## src/hw/rtl/tlbl_pkg.sv

```systemverilog
// Shared types and constants for the fully associative TLB tag store.
// Used by tlbl_cell and tlb_lru_lookup_top; depends on nothing else.
package tlbl_pkg;

  // Fixed field widths.
  localparam int ADDR_W     = 32;
  localparam int OUT_SLOT_W = 4;
  localparam int CFG_W      = 5;
  localparam int CFG_IDX_W  = 1;

  // Default table depth.
  localparam int DEF_TABLE_ENTRIES = 16;

  // Register reset values.
  localparam logic [CFG_W-1:0] RST_PAGE_OFFSET = 5'd12;
  localparam logic [CFG_W-1:0] RST_ENTRIES     = 5'd16;

  // Register indexes on the configuration port.
  localparam logic [CFG_IDX_W-1:0] CFG_PAGE_OFFSET = 1'd0;
  localparam logic [CFG_IDX_W-1:0] CFG_ENTRIES     = 1'd1;

  // Sequencer states of the top level.
  typedef enum logic [1:0] {
    ST_IDLE,
    ST_SEARCH,
    ST_FINISH
  } state_t;

endpackage

```

## src/hw/rtl/tlb_lru_lookup_top.sv

```systemverilog
// Top level of the fully associative TLB tag store with LRU replacement.
// Instantiates a chain of tlbl_cell slots; imports tlbl_pkg.
//
// Usage:
//   Input channel (in_valid/in_stall) carries one access address per item.
//   Result channel (out_valid/out_stall) returns hit, slot index, eviction
//   information and the running miss total, one result per item.
//   Configuration writes (cfg_valid/cfg_ready, always ready) set the page
//   offset (index 0) and the number of active slots (index 1); the user
//   must make them while the block is idle, which the block does not enforce.
// Timing:
//   An accepted item sends a probe down the row of TABLE_ENTRIES cells, one
//   cell per cycle; the sequencer then moves from its search step to its
//   finish step, which applies the update and loads the result register.
//   A new item is taken only after the previous one has finished, so items
//   never overlap in the cell row.
//   in_stall is high while an item is in flight.
// Reset:
//   All slots become empty with rank zero, the miss total clears and the
//   registers return to offset 12 and 16 active slots.
// Stall:
//   A stalled result is held; a finished item waits in its last step until
//   the result register is free, and no new item is accepted meanwhile.
module tlb_lru_lookup_top #(
  parameter int TABLE_ENTRIES = tlbl_pkg::DEF_TABLE_ENTRIES
) (
  input  logic                              clk,
  input  logic                              rst_n,
  input  logic                              in_valid,
  output logic                              in_stall,
  input  logic [tlbl_pkg::ADDR_W-1:0]       in_access_address,
  output logic                              out_valid,
  input  logic                              out_stall,
  output logic                              out_hit,
  output logic [tlbl_pkg::OUT_SLOT_W-1:0]   out_slot_index,
  output logic                              out_evicted_valid,
  output logic [tlbl_pkg::ADDR_W-1:0]       out_evicted_page,
  output logic [tlbl_pkg::ADDR_W-1:0]       out_miss_total,
  input  logic                              cfg_valid,
  output logic                              cfg_ready,
  input  logic [tlbl_pkg::CFG_IDX_W-1:0]    cfg_index,
  input  logic [tlbl_pkg::CFG_W-1:0]        cfg_data
);
  import tlbl_pkg::*;

  localparam int SLOT_W = $clog2(TABLE_ENTRIES);
  localparam int RANK_W = $clog2(TABLE_ENTRIES);
  localparam int CNT_W  = $clog2(TABLE_ENTRIES + 1);
  localparam int REC_W  = 2 * ADDR_W + 2 + 3 * SLOT_W + 2 * RANK_W;
  localparam int UPD_W  = ADDR_W + 2 + SLOT_W + RANK_W;

  typedef struct packed {
    logic [ADDR_W-1:0] page;
    logic              found;
    logic [SLOT_W-1:0] found_slot;
    logic [RANK_W-1:0] found_rank;
    logic              empty;
    logic [SLOT_W-1:0] empty_slot;
    logic [RANK_W-1:0] worst_rank;
    logic [SLOT_W-1:0] worst_slot;
    logic [ADDR_W-1:0] worst_page;
  } probe_t;

  typedef struct packed {
    logic              vld;
    logic [SLOT_W-1:0] target;
    logic              was_valid;
    logic [RANK_W-1:0] old_rank;
    logic [ADDR_W-1:0] page;
  } upd_t;

  state_t            state_r;
  state_t            state_nxt;
  logic [CFG_W-1:0]  offset_r;
  logic [CFG_W-1:0]  entries_r;
  logic [CNT_W-1:0]  n_active;
  logic [ADDR_W-1:0] miss_r;
  logic [ADDR_W-1:0] miss_nxt;
  logic              accept;
  logic              fire;
  logic              last_vld;
  probe_t            launch;
  probe_t            last_rec;
  upd_t              upd;
  logic              ev_valid;
  logic [ADDR_W-1:0] ev_page;

  logic [TABLE_ENTRIES-1:0]            vld_vec;
  logic [TABLE_ENTRIES-1:0][REC_W-1:0] rec_vec;

  logic                        out_valid_r;
  logic                        hit_r;
  logic [OUT_SLOT_W-1:0]       slot_r;
  logic                        ev_valid_r;
  logic [ADDR_W-1:0]           ev_page_r;
  logic [ADDR_W-1:0]           miss_out_r;

  // Configuration registers; the port never pushes back.
  assign cfg_ready = 1'b1;

  always_ff @(posedge clk) begin
    if (!rst_n) begin
      offset_r  <= RST_PAGE_OFFSET;
      entries_r <= RST_ENTRIES;
    end else if (cfg_valid) begin
      case (cfg_index)
        CFG_PAGE_OFFSET: offset_r  <= cfg_data;
        CFG_ENTRIES:     entries_r <= cfg_data;
        default: ;
      endcase
    end
  end

  // Active slot count, clamped to one and to the table depth.
  always_comb begin
    if (entries_r == '0) begin
      n_active = CNT_W'(1);
    end else if (32'(entries_r) > 32'(TABLE_ENTRIES)) begin
      n_active = CNT_W'(TABLE_ENTRIES);
    end else begin
      n_active = CNT_W'(entries_r);
    end
  end

  // Sequencer: next state.
  always_comb begin
    state_nxt = state_r;
    case (state_r)
      ST_IDLE:   if (in_valid) state_nxt = ST_SEARCH;
      ST_SEARCH: if (last_vld) state_nxt = ST_FINISH;
      ST_FINISH: if (!out_valid_r || !out_stall) state_nxt = ST_IDLE;
      default:   state_nxt = ST_IDLE;
    endcase
  end

  // Sequencer: outputs.
  always_comb begin
    in_stall = 1'b1;
    fire     = 1'b0;
    case (state_r)
      ST_IDLE:   in_stall = 1'b0;
      ST_SEARCH: in_stall = 1'b1;
      ST_FINISH: fire     = !out_valid_r || !out_stall;
      default:   in_stall = 1'b1;
    endcase
  end

  always_ff @(posedge clk) begin
    if (!rst_n) begin
      state_r <= ST_IDLE;
    end else begin
      state_r <= state_nxt;
    end
  end

  assign accept = in_valid && !in_stall;

  // Probe record entering the first cell.
  always_comb begin
    launch      = '0;
    launch.page = in_access_address >> offset_r;
  end

  // The row of slot cells.
  genvar gi;
  generate
    for (gi = 0; gi < TABLE_ENTRIES; gi++) begin : g_cell
      logic             cin_vld;
      logic [REC_W-1:0] cin;
      if (gi == 0) begin : g_head
        assign cin_vld = accept;
        assign cin     = REC_W'(launch);
      end else begin : g_link
        assign cin_vld = vld_vec[gi-1];
        assign cin     = rec_vec[gi-1];
      end
      tlbl_cell #(
        .TABLE_ENTRIES (TABLE_ENTRIES),
        .IDX           (gi)
      ) u_cell (
        .clk         (clk),
        .rst_n       (rst_n),
        .n_active    (n_active),
        .rec_in_vld  (cin_vld),
        .rec_in      (cin),
        .rec_out_vld (vld_vec[gi]),
        .rec_out     (rec_vec[gi]),
        .upd_in      (UPD_W'(upd))
      );
    end
  endgenerate

  assign last_vld = vld_vec[TABLE_ENTRIES-1];
  assign last_rec = probe_t'(rec_vec[TABLE_ENTRIES-1]);

  // Replacement decision from the record that left the last cell.
  always_comb begin
    upd      = '0;
    ev_valid = 1'b0;
    ev_page  = '0;
    upd.vld  = fire;
    upd.page = last_rec.page;
    if (last_rec.found) begin
      upd.target    = last_rec.found_slot;
      upd.was_valid = 1'b1;
      upd.old_rank  = last_rec.found_rank;
    end else if (last_rec.empty) begin
      upd.target    = last_rec.empty_slot;
      upd.was_valid = 1'b0;
    end else begin
      upd.target    = last_rec.worst_slot;
      upd.was_valid = 1'b1;
      upd.old_rank  = last_rec.worst_rank;
      ev_valid      = 1'b1;
      ev_page       = last_rec.worst_page;
    end
  end

  // Saturating miss counter.
  always_comb begin
    miss_nxt = miss_r;
    if (!last_rec.found && (miss_r != '1)) begin
      miss_nxt = miss_r + 1'b1;
    end
  end

  always_ff @(posedge clk) begin
    if (!rst_n) begin
      miss_r <= '0;
    end else if (fire) begin
      miss_r <= miss_nxt;
    end
  end

  // Result register.
  always_ff @(posedge clk) begin
    if (!rst_n) begin
      out_valid_r <= 1'b0;
    end else if (fire) begin
      out_valid_r <= 1'b1;
    end else if (!out_stall) begin
      out_valid_r <= 1'b0;
    end
  end

  always_ff @(posedge clk) begin
    if (fire) begin
      hit_r      <= last_rec.found;
      slot_r     <= OUT_SLOT_W'(upd.target);
      ev_valid_r <= ev_valid;
      ev_page_r  <= ev_page;
      miss_out_r <= miss_nxt;
    end
  end

  assign out_valid         = out_valid_r;
  assign out_hit           = hit_r;
  assign out_slot_index    = slot_r;
  assign out_evicted_valid = ev_valid_r;
  assign out_evicted_page  = ev_page_r;
  assign out_miss_total    = miss_out_r;

`ifndef SYNTHESIS
  // Only one probe travels along the row at a time.
  a_one_probe: assert property (@(posedge clk) disable iff (!rst_n)
    $onehot0(vld_vec))
    else $error("more than one probe in the cell row");

  // The probe leaves the row only while the sequencer is searching.
  a_probe_state: assert property (@(posedge clk) disable iff (!rst_n)
    last_vld |-> (state_r == ST_SEARCH))
    else $error("probe left the row outside the search step");

  // A new result appears only from the finishing step.
  a_result_source: assert property (@(posedge clk) disable iff (!rst_n)
    $rose(out_valid_r) |-> $past(state_r == ST_FINISH))
    else $error("result loaded outside the finishing step");

  // The miss total never goes backwards.
  a_miss_monotonic: assert property (@(posedge clk) disable iff (!rst_n)
    $past(rst_n) |-> (miss_r >= $past(miss_r)))
    else $error("miss total decreased");
`endif

endmodule

```

## src/hw/rtl/tlbl_cell.sv

```systemverilog
// One slot of the TLB tag store: holds valid, page and recency rank.
// Passes the lookup probe record to its neighbour; imports tlbl_pkg.
module tlbl_cell #(
  parameter int TABLE_ENTRIES = tlbl_pkg::DEF_TABLE_ENTRIES,
  parameter int IDX = 0,
  localparam int SLOT_W = $clog2(TABLE_ENTRIES),
  localparam int RANK_W = $clog2(TABLE_ENTRIES),
  localparam int CNT_W  = $clog2(TABLE_ENTRIES + 1),
  localparam int REC_W  = 2 * tlbl_pkg::ADDR_W + 2 + 3 * SLOT_W + 2 * RANK_W,
  localparam int UPD_W  = tlbl_pkg::ADDR_W + 2 + SLOT_W + RANK_W
) (
  input  logic             clk,
  input  logic             rst_n,
  input  logic [CNT_W-1:0] n_active,
  input  logic             rec_in_vld,
  input  logic [REC_W-1:0] rec_in,
  output logic             rec_out_vld,
  output logic [REC_W-1:0] rec_out,
  input  logic [UPD_W-1:0] upd_in
);
  import tlbl_pkg::*;

  typedef struct packed {
    logic [ADDR_W-1:0] page;
    logic              found;
    logic [SLOT_W-1:0] found_slot;
    logic [RANK_W-1:0] found_rank;
    logic              empty;
    logic [SLOT_W-1:0] empty_slot;
    logic [RANK_W-1:0] worst_rank;
    logic [SLOT_W-1:0] worst_slot;
    logic [ADDR_W-1:0] worst_page;
  } probe_t;

  typedef struct packed {
    logic              vld;
    logic [SLOT_W-1:0] target;
    logic              was_valid;
    logic [RANK_W-1:0] old_rank;
    logic [ADDR_W-1:0] page;
  } upd_t;

  localparam logic [SLOT_W-1:0] MY_SLOT  = SLOT_W'(IDX);
  localparam logic [CNT_W-1:0]  MY_CNT   = CNT_W'(IDX);
  localparam logic [RANK_W-1:0] MAX_RANK = RANK_W'(TABLE_ENTRIES - 1);
  localparam bit                FIRST    = (IDX == 0);

  logic              valid_r;
  logic [ADDR_W-1:0] page_r;
  logic [RANK_W-1:0] rank_r;
  logic              vld_r;
  probe_t            rec_r;
  probe_t            rec_nxt;
  probe_t            rin;
  upd_t              upd;
  logic              active;

  assign rin    = probe_t'(rec_in);
  assign upd    = upd_t'(upd_in);
  assign active = (MY_CNT < n_active);

  // Fold this slot into the probe record: first hit, first empty, oldest.
  always_comb begin
    rec_nxt = rin;
    if (active && valid_r && (page_r == rin.page) && !rin.found) begin
      rec_nxt.found      = 1'b1;
      rec_nxt.found_slot = MY_SLOT;
      rec_nxt.found_rank = rank_r;
    end
    if (active && !valid_r && !rin.empty) begin
      rec_nxt.empty      = 1'b1;
      rec_nxt.empty_slot = MY_SLOT;
    end
    if (FIRST || (active && (rank_r > rin.worst_rank))) begin
      rec_nxt.worst_rank = rank_r;
      rec_nxt.worst_slot = MY_SLOT;
      rec_nxt.worst_page = page_r;
    end
  end

  // The record is captured only when a probe arrives, so it holds afterwards.
  always_ff @(posedge clk) begin
    if (!rst_n) begin
      vld_r <= 1'b0;
    end else begin
      vld_r <= rec_in_vld;
    end
  end

  always_ff @(posedge clk) begin
    if (rec_in_vld) begin
      rec_r <= rec_nxt;
    end
  end

  assign rec_out_vld = vld_r;
  assign rec_out     = REC_W'(rec_r);

  // Slot state: the target becomes most recent, younger slots age by one.
  always_ff @(posedge clk) begin
    if (!rst_n) begin
      valid_r <= 1'b0;
      rank_r  <= '0;
    end else if (upd.vld) begin
      if (upd.target == MY_SLOT) begin
        valid_r <= 1'b1;
        rank_r  <= '0;
      end else if (valid_r && (!upd.was_valid || (rank_r < upd.old_rank)) &&
                   (rank_r != MAX_RANK)) begin
        rank_r <= rank_r + 1'b1;
      end
    end
  end

  always_ff @(posedge clk) begin
    if (upd.vld && (upd.target == MY_SLOT)) begin
      page_r <= upd.page;
    end
  end

endmodule
```

## config.mk

```make
export PLATFORM = sky130hd
export DESIGN_NAME = tlb_lru_lookup_top
export DESIGN_NICKNAME = d
export VERILOG_FILES = /design/src/hw/rtl/tlbl_pkg.sv /design/src/hw/rtl/tlb_lru_lookup_top.sv /design/src/hw/rtl/tlbl_cell.sv
export SDC_FILE = /design/constraint.sdc
export NUM_CORES = 2
export LEC_CHECK = 0
export BUFFER_PORTS_ARGS = -buffer_cell sky130_fd_sc_hd__buf_4
export CAP_MARGIN = 20
export CORE_ASPECT_RATIO = 2
export CORE_UTILIZATION = 55
export DETAILED_ROUTE_END_ITERATION = 10
export PLACE_DENSITY = 0.71
export SLEW_MARGIN = 20
export SYNTH_ARGS = -nofsm -noshare
export SYNTH_HDL_FRONTEND = slang
export SYNTH_SLANG_ARGS = --single-unit
```

## constraint.sdc

```tcl
create_clock -name clk -period 14.2 [get_ports clk]
set_clock_uncertainty 0.1 [all_clocks]
set_input_delay 1.42 -clock clk [delete_from_list [all_inputs] [get_ports clk]]
set_output_delay 1.42 -clock clk [all_outputs]
set_load 0.02 [all_outputs]
```

==> results.py <==
metrics = {
    "outcome": {
        "status": "complete, no violations",
    },
    "synthesis": {
        "synth_area_mm2": 0.08369,
        "synth-seq-cells": 2054,
        "synthTopCellsByArea": "edfxtp_1 (69%), mux2_2 (6.0%), dfxtp_1 (3.4%)",
        "yosysWarnings": 0,
        "synth_common_cells": "edfxtp_1 (1913), nand2_1 (543), mux2_2 (443)",
        "yosysTopAreaCell": "edfxtp_1",
        "synth.top_cell.area_share_pct": 68.64,
        "yosysSeqAreaShare_pct": 72.02,
        "synth.avg_cell_area_um2": 15.86,
        "synth_edf_count": 1913,
        "synthCells": 5278,
        "synth_cell_type_count": 83,
        "synthFlopType": "edfxtp_1",
        "async_flop_share_pct": 0,
        "synth_most_common_cell": "edfxtp_1",
        "syn-num-nets": 5446,
    },
    "setup_path": {
        "cp.required_ns": 14.74,
        "critPathMaxStageDelay_ns": 0.91,
        "crit_chain": "buf_4 -> mux2i_1 -> o21ai_0 -> nand2_1 -> a21oi_1 -> o21ai_0 -> o311ai_0 -> nor4_1 -> and4_1",
        "cp_slowest_cell": "nor4_1",
        "cp_common_cell": "o21ai_0",
        "cp_max_fo": 47,
        "cp_data_arrival_time_ns": 5.22,
        "crit_type": "reg2reg",
        "cp-end-kind": "flip-flop",
        "start_kind": "flip-flop",
    },
    "clock_network": {
        "postCtsHoldBufs": 0,
        "clock_path_buffers": 4,
        "path_clk_slew_ns": 0.07,
        "cts_setup_buffers": 0,
        "cts_made_buffers": 177,
        "clk_latency_ns": 0.81,
        "cts_root_buffer": "clkbuf_16",
        "cts_max_level": 4,
        "cts_sinks": 2054,
        "cts_resized": 0,
        "cts_tree": "yes",
    },
    "layout": {
        "drive_above_1_share_pct": 19.10,
        "area_delta_synth_final_pct": 11.32,
        "final_area_mm2": 0.09316,
        "nNetsFinal": 5683,
    },
    "job": {
        "max_cap_violations": 0,
    },
    "grt": {
        "grt_usage_pct": 24.97,
        "grt_pass1_wl_um": 275200,
        "grt.overflow.total": 0,
        "grt_pass1_vias": 44430,
        "grt_max_degree": 67,
        "antenna_found_initial": 1,
    },
    "sta": {
        "hold_viol_final": 0,
        "period_share_pct": 32.93,
        "rsz0062_at_grt": "no",
        "worst_slack_ns": 9.525,
        "fin_crit_ns": 4.675,
        "max_freq_mhz": 213.9,
        "setup_viol": 0,
        "drv_slew": 0,
        "tns_ns": 0,
        "hold_slack_ns": 0.3558,
        "relSlewSlack_pct": 17.94,
        "tightest_slew_ns": 1.220,
    },
    "power": {
        "cellLeakagePower_nw": 31.79,
        "power_switching_w": 0.002248,
        "finalPower_w": 0.01163,
        "p_comb_share_pct": 2.1,
        "intPower_w": 0.009382,
        "sw_frac_of_total_pct": 19.33,
        "power_frac_clock_pct": 41.2,
        "seqPwrFrac_pct": 56.7,
        "p_per_area_mw_per_mm2": 124.8,
        "ir_drop_mv": 0.08583,
    },
    "floorplan": {
        "io_pins": 116,
        "die_area_mm2": 0.1538,
        "dieHeight_um": 553.6,
        "die-width_um": 277.8,
        "fp-row-count": 202,
        "core_area_mm2": 0.1511,
        "initial_utilization_pct": 55.37,
    },
    "drt": {
        "drtAntennaViolNets": 0,
        "dr.pass1.iters": 6,
        "vias": 42490,
        "vias_per_cell": 5.595,
        "drt_iter0_drc": 2392,
        "drc": 0,
        "wl_per_cell_um": 25.27,
        "wirelength_um": 191900,
    },
    "placement": {
        "pre_cts_ws_ns": 9.425,
        "hpwl_um": 150800,
        "gp_congestion": 0.9283,
        "port_buffers": 114,
        "dpl-instance-area_mm2": 0.08738,
    },
    "worst_hold_path": {
        "hp-class": "reg2reg",
    },
}
## final timing paths
| path | slack, ns | endpoint | startpoint | depth (start not counted) |
|---|---|---|---|---|
| max reg2reg | 9.52 | g_cell[0].u_cell.rec_out[47]$_SDFFCE_PN0P_ | offset_r[1]$_SDFFE_PN0P_ | 9 |
| min reg2reg | 0.36 | g_cell[7].u_cell.rec_out[77]$_DFFE_PP_ | g_cell[6].u_cell.rec_out[77]$_DFFE_PP_ | 0 |
| max | 9.52 | g_cell[0].u_cell.rec_out[47]$_SDFFCE_PN0P_ | offset_r[1]$_SDFFE_PN0P_ | 9 |
| min | 0.36 | g_cell[7].u_cell.rec_out[77]$_DFFE_PP_ | g_cell[6].u_cell.rec_out[77]$_DFFE_PP_ | 0 |
## routing by layer
metal	global-route usage [%]	vias to the layer above	share of wire, %
met1	18.07	20990	27
met5	0	-	0
li1	-	20160	-
met3	2.624	466	2.7
met4	23.46	0	11
met2	52.33	869	60
## critical path: cells and delay by family (launching register included)
| family | cells | cell delay [ns] |
|---|---|---|
| AO/OA/AOI/OAI | 4 | 1.46 |
| AND/OR/NAND/NOR | 3 | 1.43 |
| buffers and inverters | 1 | 0.60 |
| flip-flops | 1 | 0.58 |
| multiplexers | 1 | 0.30 |
## power groups by stage
stage | Clock, W | Combinational, W | Sequential [W]
after detailed placement | 0 | 0.000244 | 0.00673
final | 0.00479 | 0.000245 | 0.00660
after global placement | 0 | 0.000241 | 0.00673
after CTS | 0.00486 | 0.000245 | 0.00659
after floorplan | 0 | 0.000141 | 0.00672
after global routing | 0.00508 | 0.000259 | 0.00659
## cell families after synthesis
logic type                 Yosys count  synth area share [%]
other                                1              0.004481
and+or+nand+nor                   1305                 7.837
xor gates and xnor gates           558                 5.840
AOI/OAI and AO/OA                  428                 3.463
muxes                              543                 7.685
adders and majority gates          125                 1.869
buffers and inverters              264                 1.286
DFF                               2054                 72.02
## state kept, by name (all words and copies together), names as in the netlist, 16 cells and up
register / flops
out_miss_total: 32
miss_r: 32
g_cell.u_cell.rec_out_vld: 16
g_cell.u_cell.valid_r: 16
g_cell.u_cell.rec_out: 1331
out_evicted_page: 32
g_cell.u_cell.rank_r: 64
g_cell.u_cell.page_r: 512
## cells in the final DEF, fill, tap and decap left out, types with 70 or more instances in the layout
cell type | synthesis | layout
nor4_1 | 81 | 70
nand3_1 | 106 | 106
mux2_2 | 443 | 443
clkbuf_16 | 0 | 184
xor2_1 | 278 | 278
edfxtp_1 | 1913 | 1913
nor2_1 | 95 | 89
buf_4 | 1 | 208
ha_1 | 125 | 125
nand4_1 | 70 | 70
xnor2_1 | 280 | 280
and2_1 | 115 | 115
o21ai_0 | 92 | 90
inv_1 | 112 | 111
dfxtp_1 | 141 | 123
nand2_1 | 543 | 543
## per-stage QoR
step | instances | utilization (%)
2_1_floorplan | 5278 | -
3_3_place_gp | 7272 | 57.78
3_5_place_dp | 7273 | 57.81
4_1_cts | 7590 | 61.61
5_1_grt | 7592 | 61.64
6_report | 7593 | 61.64
## layout make-up
class	instances	area, um2
diodes	2	5.005
clock buffers	229	4853
clock inverters	88	895.9
fillers	10770	57980
inverters	113	426.7
multi-input cells	2960	22650
flip-flops and latches	2054	60330
well taps	1938	2425
repair buffers	209	1582
(Power assumes the default switching activity.)
